<file path="src/hw/rtl/text_string_unescape_assert.svh">
// Assertion macros used by the string unescape RTL.
`ifndef TEXT_STRING_UNESCAPE_ASSERT_SVH
`define TEXT_STRING_UNESCAPE_ASSERT_SVH

// The consequent must hold in the same cycle as the antecedent.
`define TSU_ASSERT_SAME(lbl, clk, rst_n, ante, cons, msg) \
    lbl: assert property (@(posedge clk) disable iff (!(rst_n)) (ante) |-> (cons)) \
        else $error(msg);

// The consequent must hold in the cycle after the antecedent.
`define TSU_ASSERT_NEXT(lbl, clk, rst_n, ante, cons, msg) \
    lbl: assert property (@(posedge clk) disable iff (!(rst_n)) (ante) |=> (cons)) \
        else $error(msg);

`endif

</file>
<file path="src/hw/rtl/tsu_pkg.sv">
// Types, character codes and decode functions of the string unescape block.
`timescale 1ns / 1ps
`default_nettype none

package tsu_pkg;

    localparam logic [7:0] CH_BSLASH = 8'h5C;
    localparam logic [7:0] CH_U      = 8'h75;
    localparam logic [7:0] CH_LBRACE = 8'h7B;
    localparam logic [7:0] CH_RBRACE = 8'h7D;
    localparam logic [7:0] CH_T      = 8'h74;
    localparam logic [7:0] CH_N      = 8'h6E;
    localparam logic [7:0] CH_R      = 8'h72;
    localparam logic [7:0] CH_0      = 8'h30;
    localparam logic [7:0] CH_9      = 8'h39;
    localparam logic [7:0] CH_A_LOW  = 8'h61;
    localparam logic [7:0] CH_F_LOW  = 8'h66;
    localparam logic [7:0] CASE_BIT  = 8'h20;
    localparam logic [7:0] BYTE_TAB  = 8'h09;
    localparam logic [7:0] BYTE_LF   = 8'h0A;
    localparam logic [7:0] BYTE_CR   = 8'h0D;

    localparam int unsigned CP_W = 21;
    localparam logic [CP_W-1:0] CP_MAX    = 21'h10FFFF;
    localparam logic [CP_W-1:0] ACC_LIMIT = CP_MAX / 16;
    localparam logic [CP_W-1:0] LIM_1BYTE = 21'h00007F;
    localparam logic [CP_W-1:0] LIM_2BYTE = 21'h0007FF;
    localparam logic [CP_W-1:0] LIM_3BYTE = 21'h00FFFF;

    localparam int unsigned MAX_OUT = 4;
    localparam int unsigned CNT_W   = 3;

    typedef enum logic [3:0] {
        MODE_PLAIN = 4'b0001,
        MODE_ESC   = 4'b0010,
        MODE_HELD  = 4'b0100,
        MODE_CP    = 4'b1000
    } t_mode;

    typedef logic [MAX_OUT-1:0][7:0] t_bytes;

    // The bytes caused by one input item, first byte in slot 0.
    typedef struct packed {
        t_bytes           bytes;
        logic [CNT_W-1:0] cnt;
        logic             last;
        logic             empty;
    } t_group;

    typedef struct packed {
        logic       ok;
        logic [3:0] val;
    } t_hex;

    typedef struct packed {
        t_bytes           bytes;
        logic [CNT_W-1:0] cnt;
    } t_utf8;

    function automatic t_hex hex_value(input logic [7:0] c);
        t_hex       h;
        logic [7:0] lc;
        logic [7:0] d;
        h  = '0;
        lc = c | CASE_BIT;
        if (c inside {[CH_0:CH_9]}) begin
            d     = c - CH_0;
            h.ok  = 1'b1;
            h.val = d[3:0];
        end else if (lc inside {[CH_A_LOW:CH_F_LOW]}) begin
            d     = lc - CH_A_LOW + 8'd10;
            h.ok  = 1'b1;
            h.val = d[3:0];
        end
        return h;
    endfunction

    function automatic logic [7:0] map_escape(input logic [7:0] c);
        logic [7:0] m;
        case (c)
            CH_T:    m = BYTE_TAB;
            CH_N:    m = BYTE_LF;
            CH_R:    m = BYTE_CR;
            default: m = c;
        endcase
        return m;
    endfunction

    function automatic t_utf8 utf8_encode(input logic [CP_W-1:0] cp);
        t_utf8 u;
        u = '0;
        if (cp <= LIM_1BYTE) begin
            u.bytes[0] = cp[7:0];
            u.cnt      = 3'd1;
        end else if (cp <= LIM_2BYTE) begin
            u.bytes[0] = {3'b110, cp[10:6]};
            u.bytes[1] = {2'b10, cp[5:0]};
            u.cnt      = 3'd2;
        end else if (cp <= LIM_3BYTE) begin
            u.bytes[0] = {4'b1110, cp[15:12]};
            u.bytes[1] = {2'b10, cp[11:6]};
            u.bytes[2] = {2'b10, cp[5:0]};
            u.cnt      = 3'd3;
        end else begin
            u.bytes[0] = {5'b11110, cp[20:18]};
            u.bytes[1] = {2'b10, cp[17:12]};
            u.bytes[2] = {2'b10, cp[11:6]};
            u.bytes[3] = {2'b10, cp[5:0]};
            u.cnt      = 3'd4;
        end
        return u;
    endfunction

endpackage

`default_nettype wire

</file>
<file path="src/hw/rtl/tsu_decode.sv">
// Escape decoder: mode, held character and code point registers, and the byte group logic.
`timescale 1ns / 1ps
`default_nettype none

module tsu_decode (
    input  wire logic            i_clk,
    input  wire logic            i_rst_n,
    input  wire logic            i_en,
    input  wire logic [7:0]      i_in_byte,
    input  wire logic            i_body_end,
    output tsu_pkg::t_group      o_group
);

    tsu_pkg::t_mode                    r_mode, n_mode;
    logic [7:0]                        r_held, n_held;
    logic [tsu_pkg::CP_W-1:0]          r_acc, n_acc;
    logic [tsu_pkg::CP_W-1:0]          acc_upd;
    tsu_pkg::t_hex                     hx_b, hx_h;
    tsu_pkg::t_utf8                    enc;
    tsu_pkg::t_group                   grp;

    assign hx_b = tsu_pkg::hex_value(i_in_byte);
    assign hx_h = tsu_pkg::hex_value(r_held);

    // Digits are only taken while the code point cannot pass the Unicode limit.
    assign acc_upd = (hx_b.ok && r_acc <= tsu_pkg::ACC_LIMIT) ?
                     {r_acc[tsu_pkg::CP_W-5:0], hx_b.val} : r_acc;

    always_comb begin
        enc = tsu_pkg::utf8_encode(acc_upd);
        if (r_mode == tsu_pkg::MODE_CP && i_in_byte == tsu_pkg::CH_RBRACE) begin
            enc = tsu_pkg::utf8_encode(r_acc);
        end else if (r_mode == tsu_pkg::MODE_HELD) begin
            enc = tsu_pkg::utf8_encode('0);
        end
    end

    always_comb begin
        n_mode = r_mode;
        n_held = r_held;
        n_acc  = r_acc;
        grp    = '0;
        case (r_mode)
            tsu_pkg::MODE_PLAIN: begin
                if (i_in_byte == tsu_pkg::CH_BSLASH) begin
                    n_mode = tsu_pkg::MODE_ESC;
                end else begin
                    grp.bytes[0] = i_in_byte;
                    grp.cnt      = 3'd1;
                end
            end
            tsu_pkg::MODE_ESC: begin
                if (i_body_end) begin
                    grp.bytes[0] = tsu_pkg::map_escape(i_in_byte);
                    grp.cnt      = 3'd1;
                    n_mode       = tsu_pkg::MODE_PLAIN;
                end else begin
                    n_held = i_in_byte;
                    n_mode = tsu_pkg::MODE_HELD;
                end
            end
            tsu_pkg::MODE_HELD: begin
                if (hx_h.ok && hx_b.ok) begin
                    grp.bytes[0] = {hx_h.val, hx_b.val};
                    grp.cnt      = 3'd1;
                    n_mode       = tsu_pkg::MODE_PLAIN;
                end else if (r_held == tsu_pkg::CH_U && i_in_byte == tsu_pkg::CH_LBRACE) begin
                    n_acc  = '0;
                    n_mode = tsu_pkg::MODE_CP;
                    if (i_body_end) begin
                        grp.bytes = enc.bytes;
                        grp.cnt   = enc.cnt;
                    end
                end else begin
                    // The held character stands alone; new byte is text or a new escape.
                    grp.bytes[0] = tsu_pkg::map_escape(r_held);
                    grp.cnt      = 3'd1;
                    if (i_in_byte == tsu_pkg::CH_BSLASH) begin
                        n_mode = tsu_pkg::MODE_ESC;
                    end else begin
                        grp.bytes[1] = i_in_byte;
                        grp.cnt      = 3'd2;
                        n_mode       = tsu_pkg::MODE_PLAIN;
                    end
                end
            end
            tsu_pkg::MODE_CP: begin
                if (i_in_byte == tsu_pkg::CH_RBRACE) begin
                    grp.bytes = enc.bytes;
                    grp.cnt   = enc.cnt;
                    n_mode    = tsu_pkg::MODE_PLAIN;
                end else begin
                    n_acc = acc_upd;
                    if (i_body_end) begin
                        grp.bytes = enc.bytes;
                        grp.cnt   = enc.cnt;
                    end
                end
            end
            default: begin
                n_mode = tsu_pkg::MODE_PLAIN;
            end
        endcase
        if (i_body_end) begin
            // A body that ends on nothing still delivers its end as an empty item.
            if (grp.cnt == '0) begin
                grp.bytes = '0;
                grp.cnt   = 3'd1;
                grp.empty = 1'b1;
            end
            grp.last = 1'b1;
            n_mode   = tsu_pkg::MODE_PLAIN;
            n_held   = '0;
            n_acc    = '0;
        end
    end

    assign o_group = grp;

    always_ff @(posedge i_clk) begin
        if (!i_rst_n) begin
            r_mode <= tsu_pkg::MODE_PLAIN;
            r_held <= '0;
            r_acc  <= '0;
        end else if (i_en) begin
            r_mode <= n_mode;
            r_held <= n_held;
            r_acc  <= n_acc;
        end
    end

endmodule

`default_nettype wire

</file>
<file path="src/hw/rtl/tsu_emit.sv">
// Result register: holds one group of decoded bytes; one leaves per cycle on i_take.
`timescale 1ns / 1ps
`default_nettype none
`include "text_string_unescape_assert.svh"

module tsu_emit (
    input  wire logic            i_clk,
    input  wire logic            i_rst_n,
    input  wire logic            i_load,
    input  wire tsu_pkg::t_group i_group,
    input  wire logic            i_take,
    output logic                 o_free,
    output logic                 o_valid,
    output logic [7:0]           o_byte,
    output logic                 o_last,
    output logic                 o_empty
);

    tsu_pkg::t_bytes                   r_bytes, n_bytes;
    logic [tsu_pkg::CNT_W-1:0]         r_cnt, n_cnt;
    logic                              r_last, n_last;
    logic                              r_empty, n_empty;
    logic                              pop;

    assign pop    = i_take && (r_cnt != '0);
    assign o_free = (r_cnt == '0) || (i_take && r_cnt == 3'd1);

    always_comb begin
        n_bytes = r_bytes;
        n_cnt   = r_cnt;
        n_last  = r_last;
        n_empty = r_empty;
        if (i_load) begin
            n_bytes = i_group.bytes;
            n_cnt   = i_group.cnt;
            n_last  = i_group.last;
            n_empty = i_group.empty;
        end else if (pop) begin
            n_bytes = {8'h00, r_bytes[tsu_pkg::MAX_OUT-1:1]};
            n_cnt   = r_cnt - 3'd1;
        end
    end

    always_ff @(posedge i_clk) begin
        if (!i_rst_n) begin
            r_cnt   <= '0;
            r_last  <= 1'b0;
            r_empty <= 1'b0;
        end else begin
            r_cnt   <= n_cnt;
            r_last  <= n_last;
            r_empty <= n_empty;
        end
    end

    always_ff @(posedge i_clk) begin
        r_bytes <= n_bytes;
    end

    assign o_valid = (r_cnt != '0);
    assign o_byte  = r_bytes[0];
    assign o_last  = r_last && (r_cnt == 3'd1);
    assign o_empty = r_empty;

    `TSU_ASSERT_SAME(a_cnt_range, i_clk, i_rst_n, 1'b1, r_cnt <= 3'd4, "byte count above four")
    `TSU_ASSERT_SAME(a_load_free, i_clk, i_rst_n, i_load, o_free, "group loaded over pending bytes")
    `TSU_ASSERT_SAME(a_empty_alone, i_clk, i_rst_n, o_valid && r_empty,
                     r_cnt == 3'd1 && r_last, "empty item not a lone final item")
    `TSU_ASSERT_NEXT(a_pop_count, i_clk, i_rst_n, pop && !i_load,
                     r_cnt == $past(r_cnt) - 3'd1, "byte count did not step down")

endmodule

`default_nettype wire

</file>
<file path="src/hw/rtl/text_string_unescape.sv">
// Top level of the quoted string body unescape block.
// Usage:
//   Input channel (i_valid / o_ready) carries one raw body byte per item, with
//   i_body_end high on the final byte of a body. Output channel (o_valid /
//   i_ready) carries one decoded byte per item; o_out_last marks the final item
//   of a body and o_empty_mark an item that carries only the end of a body.
//   The first byte caused by an input item appears in the cycle after it is
//   accepted. Throughput: one input item per cycle while each item yields at
//   most one byte and i_ready is high; an item that yields more bytes holds
//   the result register until its last byte goes out, and the next item waits.
//   The result register drains one byte per cycle while i_ready is high.
//   o_ready is high whenever the result register is empty or is giving up its
//   last byte in this cycle, so input and output overlap.
//   When the receiver stalls, the pending byte holds and input stalls once the
//   register cannot take a new group. Reset clears the decoder to plain text
//   and drops any pending bytes; the block is ready in the first cycle after.
`timescale 1ns / 1ps
`default_nettype none

module text_string_unescape (
    input  wire logic       i_clk,
    input  wire logic       i_rst_n,
    input  wire logic       i_valid,
    output logic            o_ready,
    input  wire logic [7:0] i_in_byte,
    input  wire logic       i_body_end,
    output logic            o_valid,
    input  wire logic       i_ready,
    output logic [7:0]      o_out_byte,
    output logic            o_out_last,
    output logic            o_empty_mark
);

    tsu_pkg::t_group group;
    logic            accept;
    logic            free;

    assign o_ready = free;
    assign accept  = i_valid && free;

    tsu_decode u_decode (
        .i_clk      (i_clk),
        .i_rst_n    (i_rst_n),
        .i_en       (accept),
        .i_in_byte  (i_in_byte),
        .i_body_end (i_body_end),
        .o_group    (group)
    );

    tsu_emit u_emit (
        .i_clk   (i_clk),
        .i_rst_n (i_rst_n),
        .i_load  (accept && group.cnt != '0),
        .i_group (group),
        .i_take  (i_ready),
        .o_free  (free),
        .o_valid (o_valid),
        .o_byte  (o_out_byte),
        .o_last  (o_out_last),
        .o_empty (o_empty_mark)
    );

endmodule

`default_nettype wire
</file>
<file path="config.mk">
export PLATFORM = sky130hd
export DESIGN_NAME = text_string_unescape
export DESIGN_NICKNAME = d
export VERILOG_FILES = /design/src/hw/rtl/tsu_pkg.sv /design/src/hw/rtl/tsu_decode.sv /design/src/hw/rtl/tsu_emit.sv /design/src/hw/rtl/text_string_unescape.sv
export VERILOG_INCLUDE_DIRS = /design/src /design/src/hw/rtl
export SDC_FILE = /design/constraint.sdc
export NUM_CORES = 1
export LEC_CHECK = 0
export BUFFER_PORTS_ARGS = -buffer_cell sky130_fd_sc_hd__buf_2
export CELL_PAD_IN_SITES_DETAIL_PLACEMENT = 1
export CELL_PAD_IN_SITES_GLOBAL_PLACEMENT = 1
export CORE_UTILIZATION = 52
export CTS_CLUSTER_DIAMETER = 200
export DETAILED_ROUTE_END_ITERATION = 10
export PLACE_DENSITY = 0.95
export SLEW_MARGIN = 10
export SYNTH_ARGS = -nofsm -noshare
export SYNTH_HDL_FRONTEND = slang
export SYNTH_HIERARCHICAL = 1
export SYNTH_SLANG_ARGS = --single-unit
</file>
<file path="constraint.sdc">
create_clock -name i_clk -period 8.3 [get_ports i_clk]
set_clock_uncertainty 0.2 [all_clocks]
set_input_delay 1.245 -clock i_clk [delete_from_list [all_inputs] [get_ports i_clk]]
set_output_delay 1.245 -clock i_clk [all_outputs]
set_load 0.01 [all_outputs]
</file>
---- Yosys cells after proc, flatten, opt, wreduce, memory -nomap -nowiden ----
Cells that the tools add are included.
word-level totals
  register bits after elaboration ......... 70
  output and inout port bits .............. 12
operators by class
  add/subtract/negate cells ............... 7
  order comparisons ....................... 15
  eq/ne operators ......................... 20
  muxes and demuxes ....................... 54
  reduce and logical (&&, ||, !) cells .... 24
operators with widths
  operator              count
  $mux 35               5
  $mux 21               5
  $eq 8x7->1 const B    10
  $mux 24               3
  $mux 32               2
  $mux 19               3
  $mux 11               5
  $mux 25               2
  $mux 16               3
  $pmux 24 s2           1
  $pmux 8 s3            2
  $pmux 11 s4           1
  $le 21x11->1 const B  2
  $le 21x16->1 const B  2
  $le 21x7->1 const B   2
  $pmux 21 s2           1
  $mux 8                5
  $mux 37               1
  $le 21x17->1 const B  1
  $mux 4                5
  $mux 5                4
  $ge 8x6->1 const B    2
  $ge 8x7->1 const B    2
  $le 8x6->1 const B    2
  23 further kinds      49

---- Longest topological paths before layout ----
  word-level depth ........................ 22
  mapped depth ............................ 16

---- Cells and area by module ----
The synthesis kept the hierarchy.
by module, submodules not included
  module                times used  cells each  area an instance (um^2)
  tsu_decode            1           507         3,659.8
  tsu_emit              1           111         1,689.1
  text_string_unescape  1           2           16.3

---- Least setup slack after synthesis ----
Ideal clock, no wire load.
  path type ............................... input to register
  from .................................... input i_in_byte[0]
  to ...................................... register u_emit.r_bytes (netlist bit u_emit/o_byte[0]), enable pin
  arrival time ............................ 4,230 ps
  setup slack ............................. 3,392 ps
  cell stages on the path ................. 13
  buffers on the path ..................... 1
  cells stage by stage .................... inv_1 > ha_1 > nor4b_2 > a2111oi_2 > o211ai_4 > o21a_2 > o41ai_2 > nand3_1 > nand2b_1 > o311a_1 > buf_6 > inv_2 > nand2_1
RTL lines
  what                  RTL line                    RTL
  from (decl)           text_string_unescape.sv:25  input wire logic [7:0] i_in_byte,
  to (signal assigned)  tsu_emit.sv:57              r_bytes <= n_bytes;
  to (decl)             tsu_emit.sv:19              tsu_pkg::t_bytes r_bytes, n_bytes;

==> impl_metrics.tcl <==
set metrics [dict create \
    status "complete, no violations" \
    critPathLaunchType "input port" \
    yosysSeqAreaShare_pct 32.09 \
    power_mw 1.180 \
    grt_max_degree 33 \
    die_area_mm2 0.01073 \
    post-dp-hpwl_um 13120 \
    endpoint_kind "register" \
    drt_iter0_drc 504 \
    seqPwrFrac_pct 45.2 \
    grt_use_met2_pct 57.43 \
    die_x_um 103.6 \
    setup_viol 0 \
    clkSinkCount 70 \
    hold_start "u_emit/r_bytes[27]" \
    vias 5099 \
    synthTopCellsByArea "edfxtp_1, dfxtp_1, mux2i_1" \
    globalRouteOverflowTotal 0 \
    yosysUniqueCellTypes 83 \
    synthArstFlopShare_pct 0 \
    switching_share_pct 35.08 \
    relSlewSlack_pct 23.88 \
    reg2reg_from "u_decode/r_acc[12]" \
    core-area_mm2 0.009864 \
    cts_max_path_buffers 2 \
    finalHoldViolCount 0 \
    antenna_found_initial 0 \
    die_y_um 103.6 \
    min_path_type "register to register" \
    placed_area_mm2 0.005396 \
    synth_area_leader_cell "edfxtp_1" \
    synth_warnings 6 \
    synth_top_area_share_pct 17.91 \
    antennaDiodeCount 0 \
    cp.required_ns 8.21 \
    num_io_pins 25 \
    design_area_mm2 0.005582 \
    rsz0062_at_grt "no" \
    grt_pass1_vias 5107 \
    fmax_mhz 160.5 \
    grt_first_pass_wirelength_um 28610 \
    worst_hold_slack_ns 0.3614 \
    postRouteAntennaNets 0 \
    worstSkewPairLatency_ns 0.37 \
    finalCritPeriodShare_pct 75.07 \
    path_max_fanout 23 \
    peakVddDrop_mv 0.1329 \
    first_pass_iters 5 \
    min_period_ns 6.230 \
    routedWlPerCell_um 24.27 \
    place.port_buffers 24 \
    cp-startpoint "i_in_byte[1]" \
    critical-path-top-delay-family "compound AO/OA/AOI/OAI gates" \
    synth_area_per_cell_um2 8.653 \
    synthTopCellsByCount "nor2_1, a21oi_1, nand2_1, dfxtp_1, mux2i_1" \
    multi_input_area_mm2 0.003279 \
    max-cap-violations 0 \
    arrival_ns 6.14 \
    htree_levels 3 \
    cp_num_buf_inv 4 \
    crit_slowest_cell "o21ai_1" \
    intPower_uw 766.0 \
    grt_use_met1_pct 42.98 \
    regArea_mm2 0.001722 \
    use_met3_pct 5.664 \
    nFillCells 1172 \
    route.final.wire_length_um 18150 \
    critPathKind "input port to register" \
    crit_path_frequent_cell "inv_1" \
    num_rows 36 \
    finalWeightedCongestion 0.9881 \
    synthCells 620 \
    cts_buffers 9 \
    tightest_slew_ns 1.134 \
    start_util_pct 54.39 \
    grt.busiest_layer "met2" \
    setup_tns_ns 0 \
    root_buffer "clkbuf_8" \
    synth_seq_cells 70 \
    crit_chain "buf_2 > inv_1 > ha_1 > nor4b_2 > a2111oi_2 > o211ai_4 > o21ai_1 > nand2_1 > inv_1 > o311a_1 > buf_4 > mux2_2" \
    drt-vias-per-instance 6.817 \
    drc_errors 0 \
    drv_slew 0 \
    max_stage_delay_ns 0.95 \
    switching_power_uw 414.0 \
    cts_tree "yes" \
    area_delta_synth_final_pct 4.034 \
    synth_edf_count 32 \
    mappedNetlistArea_mm2 0.005365 \
    leakagePower_nw 2.063 \
    p_clk_share_pct 22.8 \
    cellPowerDensity_mw_per_mm2 211.4 \
    holdBufCountCts 0 \
    drive_above_1_share_pct 16.42 \
    postCtsSetupBuffers 0 \
    pwr-share-comb_pct 32.0 \
    final_core_util_pct 56.58 \
    ys.flop_type "dfxtp_1" \
    nets 636 \
    cts_resized 0 \
    synth_most_common_cell "nor2_1" \
    cts.reportedPaths.clkPinSlew_ns 0.08 \
    track_usage_pct 34.23 \
]
worst reg2reg max path: stages (launching register included):
cell	delay, ns
dfxtp_1	0.43
or4_4	0.60
a21oi_4	0.23
o211ai_4	0.33
o21ai_1	0.96
nand2_1	0.47
inv_1	0.19
o311a_1	0.81
buf_4	0.37
mux2_2	0.38
power groups by stage:
stage,Clock (mW),Sequential (mW),Combinational (mW)
final,0.269,0.533,0.378
after CTS,0.274,0.533,0.374
after global routing,0.285,0.540,0.402
after detailed placement,0,0.540,0.370
after global placement,0,0.525,0.344
after floorplan,0,0.519,0.302
routing by layer:
metal	up-vias	routed length, um
met5	-	0
met1	2503	7391
met2	280	8688
met4	0	713
li1	2253	-
met3	63	1358
final cells by class:
type / instances / area share (%)
tap: 133 / 2.981
clock inverter: 5 / 0.5828
sequential: 70 / 30.85
clock buffer: 11 / 2.735
timing repair buffer: 31 / 3.093
inverter: 15 / 1.009
multi-input combinational: 483 / 58.75
through the flow:
stage | worst slack [ns] | std cells
CTS | 2.188 | 748
global route | 1.768 | 748
floorplan | 3.392 | 621
global placement | 2.195 | 732
detailed placement | 1.813 | 732
finish | 2.070 | 748
kinds of logic after synthesis:
logic type	share of synthesized area, %
multiplexers	13.01
AO/OA/AOI/OAI	20.03
adder cells (fa/ha/maj)	3.032
AND/OR/NAND/NOR	24.16
flip-flops	32.09
buffers and inverters	6.950
XOR/XNOR	0.6531
other	0.06990
sequential cells by signal, indices dropped and copies added, names as in the netlist:
signal / count
u_emit/r_last: 1
u_decode/r_acc: 21
u_decode/r_held: 8
u_emit/r_cnt: 3
u_emit/o_byte: 8
u_decode/r_mode: 4
u_emit/r_bytes: 24
u_emit/o_empty: 1
placed cells by master, fill, tap and decap left out, types with 7 or more instances in the layout:
| cell | instances |
|---|---|
| buf_2 | 24 |
| nor2_1 | 73 |
| nand2b_1 | 12 |
| inv_1 | 14 |
| mux2_2 | 30 |
| o211ai_1 | 13 |
| nor3b_1 | 7 |
| o21ai_0 | 21 |
| a22oi_1 | 17 |
| a21oi_1 | 53 |
| nand2_1 | 47 |
| dfxtp_1 | 38 |
| nor4_1 | 7 |
| and2_1 | 13 |
| and3_1 | 7 |
| mux2i_1 | 36 |
| nand3_1 | 11 |
| edfxtp_1 | 32 |
| buf_4 | 7 |
| nor3_1 | 18 |
| ha_1 | 13 |
| clkbuf_8 | 9 |
| or3_1 | 9 |
path summary, 6_finish.rpt:
kind                             end  slack [ns]  cells past startpoint
hold reg to reg   u_emit/r_bytes[19]        0.36                      1
hold / removal    u_emit/r_bytes[19]        0.36                      1
setup / recovery  u_emit/r_bytes[18]        2.07                     12
setup reg to reg  u_emit/r_bytes[18]        3.09                      9
No activity file was read; power rests on OpenSTA's default activity.
